`src/hpds_pkg.sv`:
```
// ----------------------------------------------------------------------------
// hpds_pkg
// Types and constants shared by the pump and drain sequencer modules.
// ----------------------------------------------------------------------------
`default_nettype none

package hpds_pkg;

	localparam int unsigned CFG_IDX_W = 4;
	localparam int unsigned CFG_W     = 8;
	localparam int unsigned PHASE_W   = 3;

	typedef enum logic [CFG_IDX_W-1:0] {
		CFG_CIRCULATION_PERIOD = 4'd0,
		CFG_BURSTS_PER_DRAIN   = 4'd1,
		CFG_PUMP_TICKS         = 4'd2,
		CFG_DRAIN_TICKS        = 4'd3,
		CFG_ALARM_ON_TICKS     = 4'd4,
		CFG_ALARM_OFF_TICKS    = 4'd5,
		CFG_ALARM_BURSTS       = 4'd6,
		CFG_BUZZER_LEVEL       = 4'd7
	} cfg_idx_t;

	typedef enum logic [PHASE_W-1:0] {
		PH_COUNT   = 3'd0,
		PH_CIRC    = 3'd1,
		PH_DRAIN   = 3'd2,
		PH_REFILL  = 3'd3,
		PH_AL_ON   = 3'd4,
		PH_AL_OFF  = 3'd5,
		PH_TOP     = 3'd6,
		PH_TOP_ALT = 3'd7
	} phase_t;

	typedef struct packed {
		logic [CFG_W-1:0] circulation_period;
		logic [CFG_W-1:0] bursts_per_drain;
		logic [CFG_W-1:0] pump_ticks;
		logic [CFG_W-1:0] drain_ticks;
		logic [CFG_W-1:0] alarm_on_ticks;
		logic [CFG_W-1:0] alarm_off_ticks;
		logic [CFG_W-1:0] alarm_bursts;
		logic [CFG_W-1:0] buzzer_level;
	} cfg_t;

	typedef struct packed {
		logic             tank_ok;
		logic             channel1_ok;
		logic             channel2_ok;
		logic             channel3_ok;
		logic             channel4_ok;
	} levels_t;

	typedef struct packed {
		logic               pump_on;
		logic               drain_open;
		logic [CFG_W-1:0]   buzzer_duty;
		logic [PHASE_W-1:0] phase;
	} drive_t;

	// a duration of zero behaves as one tick
	function automatic logic [CFG_W-1:0] dur_to_timer(input logic [CFG_W-1:0] dur);
		dur_to_timer = (dur == '0) ? '0 : dur - 1'b1;
	endfunction

endpackage

`default_nettype wire

```
`src/hpds_cfg.sv`:
```
// ----------------------------------------------------------------------------
// hpds_cfg
// Configuration register file, written one register per transfer.
// ----------------------------------------------------------------------------
`default_nettype none

module hpds_cfg
	import hpds_pkg::*;
(
	input  wire logic                 clk,
	input  wire logic                 arst_n,
	input  wire logic                 wr_en,
	input  wire logic [CFG_IDX_W-1:0] wr_index,
	input  wire logic [CFG_W-1:0]     wr_data,
	output cfg_t                      cfg
);

	cfg_t cfg_q;

	always_ff @(posedge clk or negedge arst_n) begin
		if (!arst_n) begin
			cfg_q.circulation_period <= 8'd10;
			cfg_q.bursts_per_drain   <= 8'd5;
			cfg_q.pump_ticks         <= 8'd5;
			cfg_q.drain_ticks        <= 8'd4;
			cfg_q.alarm_on_ticks     <= 8'd2;
			cfg_q.alarm_off_ticks    <= 8'd2;
			cfg_q.alarm_bursts       <= 8'd4;
			cfg_q.buzzer_level       <= 8'd254;
		end else if (wr_en) begin
			case (wr_index)
				CFG_CIRCULATION_PERIOD: cfg_q.circulation_period <= wr_data;
				CFG_BURSTS_PER_DRAIN:   cfg_q.bursts_per_drain   <= wr_data;
				CFG_PUMP_TICKS:         cfg_q.pump_ticks         <= wr_data;
				CFG_DRAIN_TICKS:        cfg_q.drain_ticks        <= wr_data;
				CFG_ALARM_ON_TICKS:     cfg_q.alarm_on_ticks     <= wr_data;
				CFG_ALARM_OFF_TICKS:    cfg_q.alarm_off_ticks    <= wr_data;
				CFG_ALARM_BURSTS:       cfg_q.alarm_bursts       <= wr_data;
				CFG_BUZZER_LEVEL:       cfg_q.buzzer_level       <= wr_data;
				default: ;
			endcase
		end
	end

	assign cfg = cfg_q;

endmodule

`default_nettype wire

```
`src/hpds_seq.sv`:
```
// ----------------------------------------------------------------------------
// hpds_seq
// Sequencer state and the per-tick decision chain.
// ----------------------------------------------------------------------------
`default_nettype none

module hpds_seq
	import hpds_pkg::*;
(
	input  wire logic    clk,
	input  wire logic    arst_n,
	input  wire logic    step,
	input  wire levels_t levels,
	input  wire cfg_t    cfg,
	output drive_t       drive
);

	phase_t           phase_q, phase_d;
	logic [CFG_W-1:0] timer_q, timer_d;
	logic [CFG_W-1:0] tick_q, tick_d;
	logic [CFG_W-1:0] burst_q, burst_d;
	logic [CFG_W-1:0] al_burst_q, al_burst_d;
	logic             latched_q, latched_d;

	logic             do_top;
	logic             do_check;
	logic             do_after;
	logic             do_alarm;
	logic             all_ok;
	logic [CFG_W-1:0] al_limit;
	logic [CFG_W-1:0] al_burst_inc;

	always_ff @(posedge clk or negedge arst_n) begin
		if (!arst_n) begin
			phase_q    <= PH_TOP;
			timer_q    <= '0;
			tick_q     <= '0;
			burst_q    <= '0;
			al_burst_q <= '0;
			latched_q  <= 1'b0;
		end else if (step) begin
			phase_q    <= phase_d;
			timer_q    <= timer_d;
			tick_q     <= tick_d;
			burst_q    <= burst_d;
			al_burst_q <= al_burst_d;
			latched_q  <= latched_d;
		end
	end

	assign all_ok = levels.channel1_ok & levels.channel2_ok
	              & levels.channel3_ok & levels.channel4_ok;
	assign al_limit     = (cfg.alarm_bursts == '0) ? 8'd1 : cfg.alarm_bursts;
	assign al_burst_inc = al_burst_q + 1'b1;

	always_comb begin
		phase_d    = phase_q;
		timer_d    = timer_q;
		tick_d     = tick_q;
		burst_d    = burst_q;
		al_burst_d = al_burst_q;
		latched_d  = latched_q;
		do_top     = 1'b0;
		do_check   = 1'b0;
		do_after   = 1'b0;
		do_alarm   = 1'b0;

		if (timer_q != '0) begin
			timer_d = timer_q - 1'b1;
		end else begin
			case (phase_q)
				PH_COUNT: begin
					if (tick_q >= cfg.circulation_period) begin
						tick_d  = '0;
						burst_d = burst_q + 1'b1;
						phase_d = PH_CIRC;
						timer_d = dur_to_timer(cfg.pump_ticks);
					end else begin
						do_after = 1'b1;
					end
				end
				PH_CIRC: begin
					if (burst_q >= cfg.bursts_per_drain) begin
						burst_d = '0;
						phase_d = PH_DRAIN;
						timer_d = dur_to_timer(cfg.drain_ticks);
					end else begin
						do_after = 1'b1;
					end
				end
				PH_DRAIN: begin
					do_check = latched_q;
					do_alarm = !latched_q;
				end
				PH_REFILL: begin
					do_check = 1'b1;
				end
				PH_AL_ON: begin
					phase_d = PH_AL_OFF;
					timer_d = dur_to_timer(cfg.alarm_off_ticks);
				end
				PH_AL_OFF: begin
					al_burst_d = al_burst_inc;
					if (al_burst_inc >= al_limit) begin
						do_top = 1'b1;
					end else begin
						phase_d = PH_AL_ON;
						timer_d = dur_to_timer(cfg.alarm_on_ticks);
					end
				end
				default: begin
					do_top = 1'b1;
				end
			endcase
		end

		// resolve the zero-time decision chain
		if (do_top) begin
			do_check = levels.tank_ok;
			do_alarm = !levels.tank_ok;
		end
		if (do_after) begin
			do_alarm = !latched_q;
		end
		if (do_check && !all_ok) begin
			phase_d = PH_REFILL;
			timer_d = dur_to_timer(cfg.pump_ticks);
		end
		if ((do_check && all_ok) || (do_after && latched_q)) begin
			latched_d = levels.tank_ok;
			tick_d    = tick_q + 1'b1;
			phase_d   = PH_COUNT;
			timer_d   = '0;
		end
		if (do_alarm) begin
			al_burst_d = '0;
			phase_d    = PH_AL_ON;
			timer_d    = dur_to_timer(cfg.alarm_on_ticks);
		end
	end

	always_comb begin
		drive.pump_on     = (phase_d == PH_CIRC) || (phase_d == PH_REFILL);
		drive.drain_open  = (phase_d == PH_DRAIN);
		drive.buzzer_duty = (phase_d == PH_AL_ON) ? cfg.buzzer_level : '0;
		drive.phase       = phase_d;
	end

endmodule

`default_nettype wire

```
`src/hydroponic_pump_drain_sequencer_core.sv`:
```
// ----------------------------------------------------------------------------
// hydroponic_pump_drain_sequencer_core
// Pump, drain and buzzer sequencer for a hydroponic rig, one tick per item.
// ----------------------------------------------------------------------------
// Each input transfer is one timebase tick carrying the tank and four channel
// level flags; each output transfer is the pump, drain, buzzer and phase
// drive for that tick, one result per item, in order.
// Channels use valid/stall: a transfer happens when valid is high and stall
// is low. An input transfer lands in an input register; when it advances, the
// decision logic updates the sequencer state and loads the result register.
// Throughput is one item per cycle while the receiver does not stall.
// When the receiver stalls, the result register holds and the input register
// keeps one more item; in_stall rises only once both are full.
// The configuration port (cfg_valid/cfg_ready, always ready) writes one
// register per transfer; writes to unused indexes are dropped.
// Reset loads the default configuration, clears all counters and leaves the
// sequencer waiting to take its first decision from the top.
// ----------------------------------------------------------------------------
`default_nettype none

module hydroponic_pump_drain_sequencer_core
	import hpds_pkg::*;
(
	input  wire logic                 clk,
	input  wire logic                 arst_n,
	input  wire logic                 cfg_valid,
	output logic                      cfg_ready,
	input  wire logic [CFG_IDX_W-1:0] cfg_index,
	input  wire logic [CFG_W-1:0]     cfg_data,
	input  wire logic                 in_valid,
	output logic                      in_stall,
	input  wire logic                 tank_ok,
	input  wire logic                 channel1_ok,
	input  wire logic                 channel2_ok,
	input  wire logic                 channel3_ok,
	input  wire logic                 channel4_ok,
	output logic                      out_valid,
	input  wire logic                 out_stall,
	output logic                      pump_on,
	output logic                      drain_open,
	output logic [CFG_W-1:0]          buzzer_duty,
	output logic [PHASE_W-1:0]        phase
);

	cfg_t    cfg;
	levels_t levels_s1;
	logic    valid_s1;
	logic    advance;
	logic    in_accept;
	drive_t  drive;
	drive_t  drive_q;
	logic    out_valid_q;

	assign cfg_ready = 1'b1;

	hpds_cfg u_cfg (
		.clk      (clk),
		.arst_n   (arst_n),
		.wr_en    (cfg_valid),
		.wr_index (cfg_index),
		.wr_data  (cfg_data),
		.cfg      (cfg)
	);

	assign advance   = valid_s1 && (!out_valid_q || !out_stall);
	assign in_stall  = valid_s1 && !advance;
	assign in_accept = in_valid && !in_stall;

	// input register
	always_ff @(posedge clk or negedge arst_n) begin
		if (!arst_n) begin
			valid_s1 <= 1'b0;
		end else if (in_accept) begin
			valid_s1 <= 1'b1;
		end else if (advance) begin
			valid_s1 <= 1'b0;
		end
	end

	always_ff @(posedge clk) begin
		if (in_accept) begin
			levels_s1.tank_ok     <= tank_ok;
			levels_s1.channel1_ok <= channel1_ok;
			levels_s1.channel2_ok <= channel2_ok;
			levels_s1.channel3_ok <= channel3_ok;
			levels_s1.channel4_ok <= channel4_ok;
		end
	end

	hpds_seq u_seq (
		.clk    (clk),
		.arst_n (arst_n),
		.step   (advance),
		.levels (levels_s1),
		.cfg    (cfg),
		.drive  (drive)
	);

	// result register
	always_ff @(posedge clk or negedge arst_n) begin
		if (!arst_n) begin
			out_valid_q <= 1'b0;
		end else if (advance) begin
			out_valid_q <= 1'b1;
		end else if (!out_stall) begin
			out_valid_q <= 1'b0;
		end
	end

	always_ff @(posedge clk) begin
		if (advance) begin
			drive_q <= drive;
		end
	end

	assign out_valid   = out_valid_q;
	assign pump_on     = drive_q.pump_on;
	assign drain_open  = drive_q.drain_open;
	assign buzzer_duty = drive_q.buzzer_duty;
	assign phase       = drive_q.phase;

endmodule

`default_nettype wire

```
`config.mk`:
```
export PLATFORM = sky130hd
export DESIGN_NAME = hydroponic_pump_drain_sequencer_core
export DESIGN_NICKNAME = d
export VERILOG_FILES = /design/src/hpds_pkg.sv /design/src/hpds_cfg.sv /design/src/hpds_seq.sv /design/src/hydroponic_pump_drain_sequencer_core.sv
export SDC_FILE = /design/constraint.sdc
export NUM_CORES = 1
export LEC_CHECK = 0
export BUFFER_PORTS_ARGS = -buffer_cell sky130_fd_sc_hd__buf_2
export CAP_MARGIN = 20
export CORE_ASPECT_RATIO = 2
export CORE_UTILIZATION = 55
export CTS_BUF_LIST = sky130_fd_sc_hd__clkbuf_16
export DETAILED_ROUTE_END_ITERATION = 8
export PLACE_DENSITY_LB_ADDON = 0.3
export SETUP_SLACK_MARGIN = 0.15
export SLEW_MARGIN = 15
export SYNTH_ARGS = -nofsm -noshare
export SYNTH_HDL_FRONTEND = slang
export SYNTH_SLANG_ARGS = --single-unit
```
`constraint.sdc`:
```
create_clock -name clk -period 4.4 [get_ports clk]
set_input_delay 0 -clock clk [delete_from_list [all_inputs] [get_ports clk]]
set_output_delay 0 -clock clk [all_outputs]
set_load 0.03 [all_outputs]
```
==> flow_metrics.env, run 1 <==
export IMPL_timing_fmax_mhz=268.1
export IMPL_finalWirelength_um=17820
export IMPL_pre_cts_ws_ns=0.6059
export IMPL_grt_max_degree=71
export IMPL_place_gp_congestion=0.9286
export IMPL_setup_tns_ns=0
export IMPL_p_leak_nw=3.505
export IMPL_start_util_pct=56.13
export IMPL_row_count=58
export IMPL_path_buf_inv=0
export IMPL_ys_seq_area_share_pct=44.48
export IMPL_grt_usage_pct=29.80
export IMPL_cp_top_family="compound AO/OA/AOI/OAI gates"
export IMPL_grt_pass1_vias=5836
export IMPL_cts_clk_slew_worst_paths_ns=0.06
export IMPL_vdd_drop_max_uv=329.5
export IMPL_fin_crit_sh_pct=84.77
export IMPL_drt_iter0_markers=442
export IMPL_grt_setup_unrepaired="false"
export IMPL_worstPathArrival_ns=3.90
export IMPL_syn_instance_count=679
export IMPL_crit_path_end_kind="flip-flop"
export IMPL_yosysMostFrequentCell="dfrtp_1"
export IMPL_cts_resized=0
export IMPL_firstDrtPassIters=5
export IMPL_synthArstFlopShare_pct=85.00
export IMPL_grt_pass1_wl_um=29100
export IMPL_clockBufferDepth=2
export IMPL_hp_class="in2reg"
export IMPL_hpwlAfterDp_um=13230
export IMPL_area_delta_synth_final_pct=14.89
export IMPL_final_hold_viol_count=0
export IMPL_antenna_cells=0
export IMPL_synth_nets=737
export IMPL_synth_area_um2=7007
export IMPL_power_density_nw_per_um2=538.7
export IMPL_cp_slowest_stage_delay_ns=0.43
export IMPL_cap_violations=0
export IMPL_cts_tree="done"
export IMPL_layout_setup_ws_ns=0.6701
export IMPL_critPathLaunchType="flip-flop"
export IMPL_synth_edf_count=18
export IMPL_slew_violations=0
export IMPL_placed_cell_area_um2=7288
export IMPL_fillers=980
export IMPL_fin_area_um2=8050
export IMPL_clock_skew_ns=0.007787
export IMPL_core_area_um2=12480
export IMPL_dieArea_um2=13220
export IMPL_finish_utilization_pct=64.49
export IMPL_cts_sinks=120
export IMPL_synth_main_ff_cell="dfrtp_1"
export IMPL_stdcell_count=904
export IMPL_overflow=0
export IMPL_required_ns=4.57
export IMPL_vias=5550
export IMPL_worstSetupPathType="reg2reg"
export IMPL_ios=38
export IMPL_cts_setup_buffers=0
export IMPL_antenna_found_initial=0
export IMPL_viasPerCell=6.139
export IMPL_yosys_top_cells_count="dfrtp_1 (83), nand2_1 (63), mux2_2 (58), inv_1 (47), nor2_1 (40)"
export IMPL_finalWorstPathRequiredPeriod_ns=3.730
export IMPL_synthTopCellsByArea="dfrtp_1 (30%), mux2_2 (9.3%), edfxtp_1 (7.7%)"
export IMPL_drive_above_1_share_pct=24.40
export IMPL_synth_cell_types=73
export IMPL_synth_top_area_share_pct=29.64
export IMPL_cp_max_fo=10
export IMPL_postRouteAntennaNets=0
export IMPL_maxSlewHeadroom_pct=41.86
export IMPL_final_net_count=799
export IMPL_cts_buffers=17
export IMPL_clk_latency_ns=0.42
export IMPL_multi_input_comb_area_um2=3562
export IMPL_finalSetupViolCount=0
export IMPL_ys_warnings_count=0
export IMPL_synth_area_per_cell_um2=10.32
export IMPL_yosys_area_top_type="dfrtp_1"
export IMPL_path_cells="ha_1, nand3_1, nor2_1, xor2_1, ha_1, a21o_1, a21oi_1, o211ai_1, a31oi_1, nor4_2, o21ai_2, o21ai_1, and2_1"
export IMPL_die_w_um=81.81
export IMPL_placedCellCount=854
export IMPL_worst_pin_slew_ns=0.8721
export IMPL_htreeDepth=4
export IMPL_cts_root_buffer="clkbuf_16"
export IMPL_cp_common_cell="ha_1"
export IMPL_final_seq_area_um2=3117
export IMPL_routedWlPerCell_um=19.71
export IMPL_drc_errors=0
export IMPL_cp_slowest_cell="o21ai_2"
export IMPL_synth_seq_cells=120
export IMPL_status="finished, final reports clean"
export IMPL_io_buffer_count=36
export IMPL_dieHeight_um=161.6
-- flip-flops by register name, summed over array words and instances, names as in the netlist --
register / flops
drain_open: 1
u_cfg.cfg: 64
out_valid: 1
phase: 3
valid_s1: 1
levels_s1: 5
u_seq.tick_q: 8
buzzer_duty: 8
u_seq.timer_q: 8
pump_on: 1
u_seq.burst_q: 8
u_seq.phase_q: 3
u_seq.al_burst_q: 8
u_seq.latched_q: 1
-- worst reg2reg max path: stages (launching register included) --
cell	delay, ns
dfrtp_1	0.40
ha_1	0.23
nand3_1	0.18
nor2_1	0.17
xor2_1	0.21
ha_1	0.27
a21o_1	0.18
a21oi_1	0.21
o211ai_1	0.17
a31oi_1	0.32
nor4_2	0.11
o21ai_2	0.44
o21ai_1	0.32
and2_1	0.27
-- report_power, final --
part	total (mW)	switching [mW]	internal (mW)
registers	1.64	0.235	1.40
logic	1.34	0.773	0.565
clock network	1.36	0.583	0.778
-- placed cells by master, fill, tap and decap left out, types with 8 or more instances in the layout --
cell type	netlist	routed
a211oi_1	10	10
a21oi_1	12	12
and2_1	10	10
and3_1	10	10
buf_2	2	35
buf_4	1	10
clkbuf_16	0	18
dfrtp_1	83	83
dfstp_2	19	19
dlygate4sd3_1	0	17
edfxtp_1	18	18
ha_1	36	36
inv_1	47	47
mux2_2	58	58
nand2_1	63	63
nand3_1	25	25
nor2_1	40	40
nor3_1	26	26
nor3b_1	9	8
nor4_1	12	12
o21ai_0	34	34
o22ai_1	15	15
xnor2_1	21	21
xor2_1	12	12
-- cell type report --
type,count,share of cell area [%]
clock buffers,18,5.595
well taps,150,2.331
flip-flops and latches,120,38.72
repair buffers,63,5.316
multi-input cells,492,44.25
clock inverters,14,1.601
inverters,47,2.191
-- what timing repair did --
| item | CTS | global route |
|---|---|---|
| hold endpoints to repair | 50 | 0 |
| hold buffers | 17 | 0 |
| endpoints found under the setup margin | 0 | 0 |
-- through the flow --
| stage | hold WS (ns) | total power, mW |
|---|---|---|
| after floorplan | -0.2956 | 2.584 |
| after global placement | -0.03307 | 2.897 |
| after detailed placement | -0.02581 | 2.962 |
| after CTS | 0.07723 | 4.342 |
| after global routing | 0.05470 | 4.559 |
| final | 0.01488 | 4.336 |
-- path summary, 6_finish.rpt --
path	to	slack, ns	from	cells past startpoint
min in group asynchronous	u_seq.timer_q[3]	0.06	arst_n	2
max in group asynchronous	u_cfg.cfg[60]	3.12	arst_n	3
setup reg to reg	buzzer_duty[7]	0.67	u_seq.al_burst_q[0]	13
hold / removal	u_cfg.cfg[17]	0.01	cfg_index[1]	4
hold reg to reg	out_valid	0.50	valid_s1	1
setup / recovery	buzzer_duty[7]	0.67	u_seq.al_burst_q[0]	13
-- layer usage --
metal	global-route usage (%)	vias to the layer above	share of wire, %
met5	0	-	0
met4	21.05	0	6.2
met3	5.198	73	4.2
met2	51.54	204	55
met1	31.21	2694	35
li1	-	2579	-
-- kinds of logic (layout without fill, tap and decap cells) --
group           Yosys count  after routing  share of synthesized area (%)
flops                   120            120                          44.48
buf+inv                  67            142                          4.750
simple gates            243            243                          19.04
compound gates          120            120                          11.66
other cells               1              1                        0.05352
fa+ha+maj                36             36                          6.429
mux                      59             59                          9.464
xor+xnor                 33             33                          4.125
No activity file was read; power rests on OpenSTA's default activity.
==> run 2, diff against run 1 <==
==> constraint.sdc (replaced) <==
create_clock -name clk -period 3.8 [get_ports clk]
set_input_delay 0 -clock clk [delete_from_list [all_inputs] [get_ports clk]]
set_output_delay 0 -clock clk [all_outputs]
set_load 0.03 [all_outputs]
==> run 2 against run 1 <==
Register-to-register slack lost 0.30 ns; largest cell class unchanged; global-route usage shrank 1.5 points; worst setup slack lost 0.30 ns; critical path depth grew 1; count of clock-buffer cells in the layout shrank 1; largest power group unchanged; flip-flop and latch count is the same; core utilization grew 0.070 points; hold slack gained 0.050 ns.
==> flow_metrics.env, run 2 (synthesis results as in run 1) <==
export IMPL_final_common_cell="dfrtp_1"
export IMPL_cts_clk_slew_worst_paths_ns=0.06
export IMPL_dieArea_um2=13220
export IMPL_overflow=0
export IMPL_placed_cell_area_um2=7296
export IMPL_grt_busiest_layer="met2"
export IMPL_grtUsageMet2_pct=50.30
export IMPL_hpwlAfterDp_um=12590
export IMPL_finalWirelength_um=17030
export IMPL_cts_root_buffer="clkbuf_16"
export IMPL_path_buf_inv=1
export IMPL_worstSetupPathType="reg2reg"
export IMPL_clock_skew_ns=0.01248
export IMPL_fin_area_um2=8059
export IMPL_hp_class="in2reg"
export IMPL_start_util_pct=56.13
export IMPL_routedWlPerCell_um=18.82
export IMPL_antenna_cells=0
export IMPL_setup_tns_ns=0
export IMPL_grt_pass1_vias=5555
export IMPL_met1_usage_pct=30.34
export IMPL_place_gp_congestion=0.9490
export IMPL_final_hold_viol_count=0
export IMPL_cap_violations=0
export IMPL_clk_latency_ns=0.42
export IMPL_critPathLaunchType="flip-flop"
export IMPL_postRouteAntennaNets=0
export IMPL_largest_register_ffs=64
export IMPL_row_count=58
export IMPL_drt_iter0_markers=349
export IMPL_cp_common_cell="ha_1"
export IMPL_grt_max_degree=73
export IMPL_cp_slowest_cell="dfrtp_1"
export IMPL_status="finished, final reports clean"
export IMPL_cp_top_family="compound AO/OA/AOI/OAI gates"
export IMPL_slew_violations=0
export IMPL_cp_slowest_stage_delay_ns=0.41
export IMPL_grtUsageMet3_pct=5.141
export IMPL_firstDrtPassIters=5
export IMPL_path_cells="ha_1, nand3_1, nor2_1, xor2_1, ha_1, a21o_1, a21oi_1, o211ai_1, a31oi_2, nor2_2, a31o_2, o21ai_1, buf_4, and2_1"
export IMPL_worst_pin_slew_ns=0.9218
export IMPL_power_density_nw_per_um2=626.0
export IMPL_crit_path_end_kind="flip-flop"
export IMPL_ios=38
export IMPL_layout_common_cells="dfrtp_1 (83), nand2_1 (63), mux2_2 (58), inv_1 (47), nor2_1 (39)"
export IMPL_htreeDepth=4
export IMPL_final_net_count=800
export IMPL_grt_usage_pct=28.26
export IMPL_cts_tree="done"
export IMPL_finalSetupViolCount=0
export IMPL_drc_errors=0
export IMPL_finalWorstPathRequiredPeriod_ns=3.428
export IMPL_viasPerCell=6.021
export IMPL_fillers=1000
export IMPL_core_area_um2=12480
export IMPL_vias=5449
export IMPL_cp_max_fo=12
export IMPL_io_buffer_count=36
export IMPL_clockBufferDepth=2
export IMPL_grt_pass1_wl_um=27660
export IMPL_fin_crit_sh_pct=90.21
export IMPL_cts_sinks=120
export IMPL_area_delta_synth_final_pct=15.02
export IMPL_die_w_um=81.81
export IMPL_drive_above_1_share_pct=24.50
export IMPL_p_leak_nw=3.500
export IMPL_maxSlewHeadroom_pct=38.55
export IMPL_required_ns=4.10
export IMPL_worstPathArrival_ns=3.72
export IMPL_dieHeight_um=161.6
export IMPL_cts_buffers=17
export IMPL_grt_setup_unrepaired="false"
export IMPL_timing_fmax_mhz=291.7
export IMPL_antenna_found_initial=0
export IMPL_vdd_drop_max_uv=386.2
==> run 2: worst paths after layout <==
kind | slack (ns) | start | cells past startpoint | end
max reg2reg | 0.37 | u_seq.al_burst_q[0] | 14 | buzzer_duty[7]
max | 0.37 | u_seq.al_burst_q[0] | 14 | buzzer_duty[7]
min reg2reg | 0.50 | valid_s1 | 1 | out_valid
min | 0.07 | cfg_index[1] | 4 | u_cfg.cfg[17]
min in group asynchronous | 0.23 | arst_n | 2 | u_seq.timer_q[2]
max in group asynchronous | 2.53 | arst_n | 3 | u_cfg.cfg[42]
==> run 2: final cells by class <==
type | instances | area [um2] | area share (%)
well taps | 150 | 187.7 | 2.329
inverters | 47 | 176.4 | 2.189
repair buffers | 64 | 435.4 | 5.403
multi-input cells | 492 | 3565 | 44.23
clock buffers | 17 | 425.4 | 5.279
clock inverters | 15 | 152.6 | 1.894
flip-flops and latches | 120 | 3117 | 38.67
==> run 2: tightest hold or removal path: cells and delay by family <==
family | cells | cell delay, ns
AO/OA/AOI/OAI | 1 | 0.09
buffers and inverters | 1 | 0.16
AND/OR/NAND/NOR | 2 | 0.22
==> run 2: per-layer routing <==
layer | wire, um | vias up
met2 | 9418 | 154
li1 | - | 2580
met3 | 530 | 56
met4 | 749 | 0
met1 | 6334 | 2659
met5 | 0 | -
==> run 2: metrics by stage <==
stage / setup WS [ns] / cells / power (mW) / utilization, % / hold WS (ns)
detailed placement: 0.3372 / 855 / 3.429 / 58.45 / 0.1796
CTS: 0.3280 / 904 / 5.047 / 64.44 / 0.1117
global placement: 0.4752 / 855 / 3.353 / 58.45 / 0.1788
finish: 0.3720 / 905 / 5.045 / 64.57 / 0.06517
floorplan: 0.7371 / 679 / 2.992 / - / -0.2956
global route: 0.1915 / 905 / 5.307 / 64.57 / 0.1046
==> run 2: where the power goes <==
part           switching (mW)  internal [mW]  total, mW
combinational           0.877          0.667       1.54
clock                   0.668          0.925       1.59
sequential              0.285           1.62       1.91
==> run 2: timing repair <==
action | CTS | global route
setup endpoints to repair | 0 | 14
buffers inserted | 0 | 1
gates resized for setup | 0 | 1
endpoints found under the hold margin | 74 | 0
hold buffers | 17 | 0
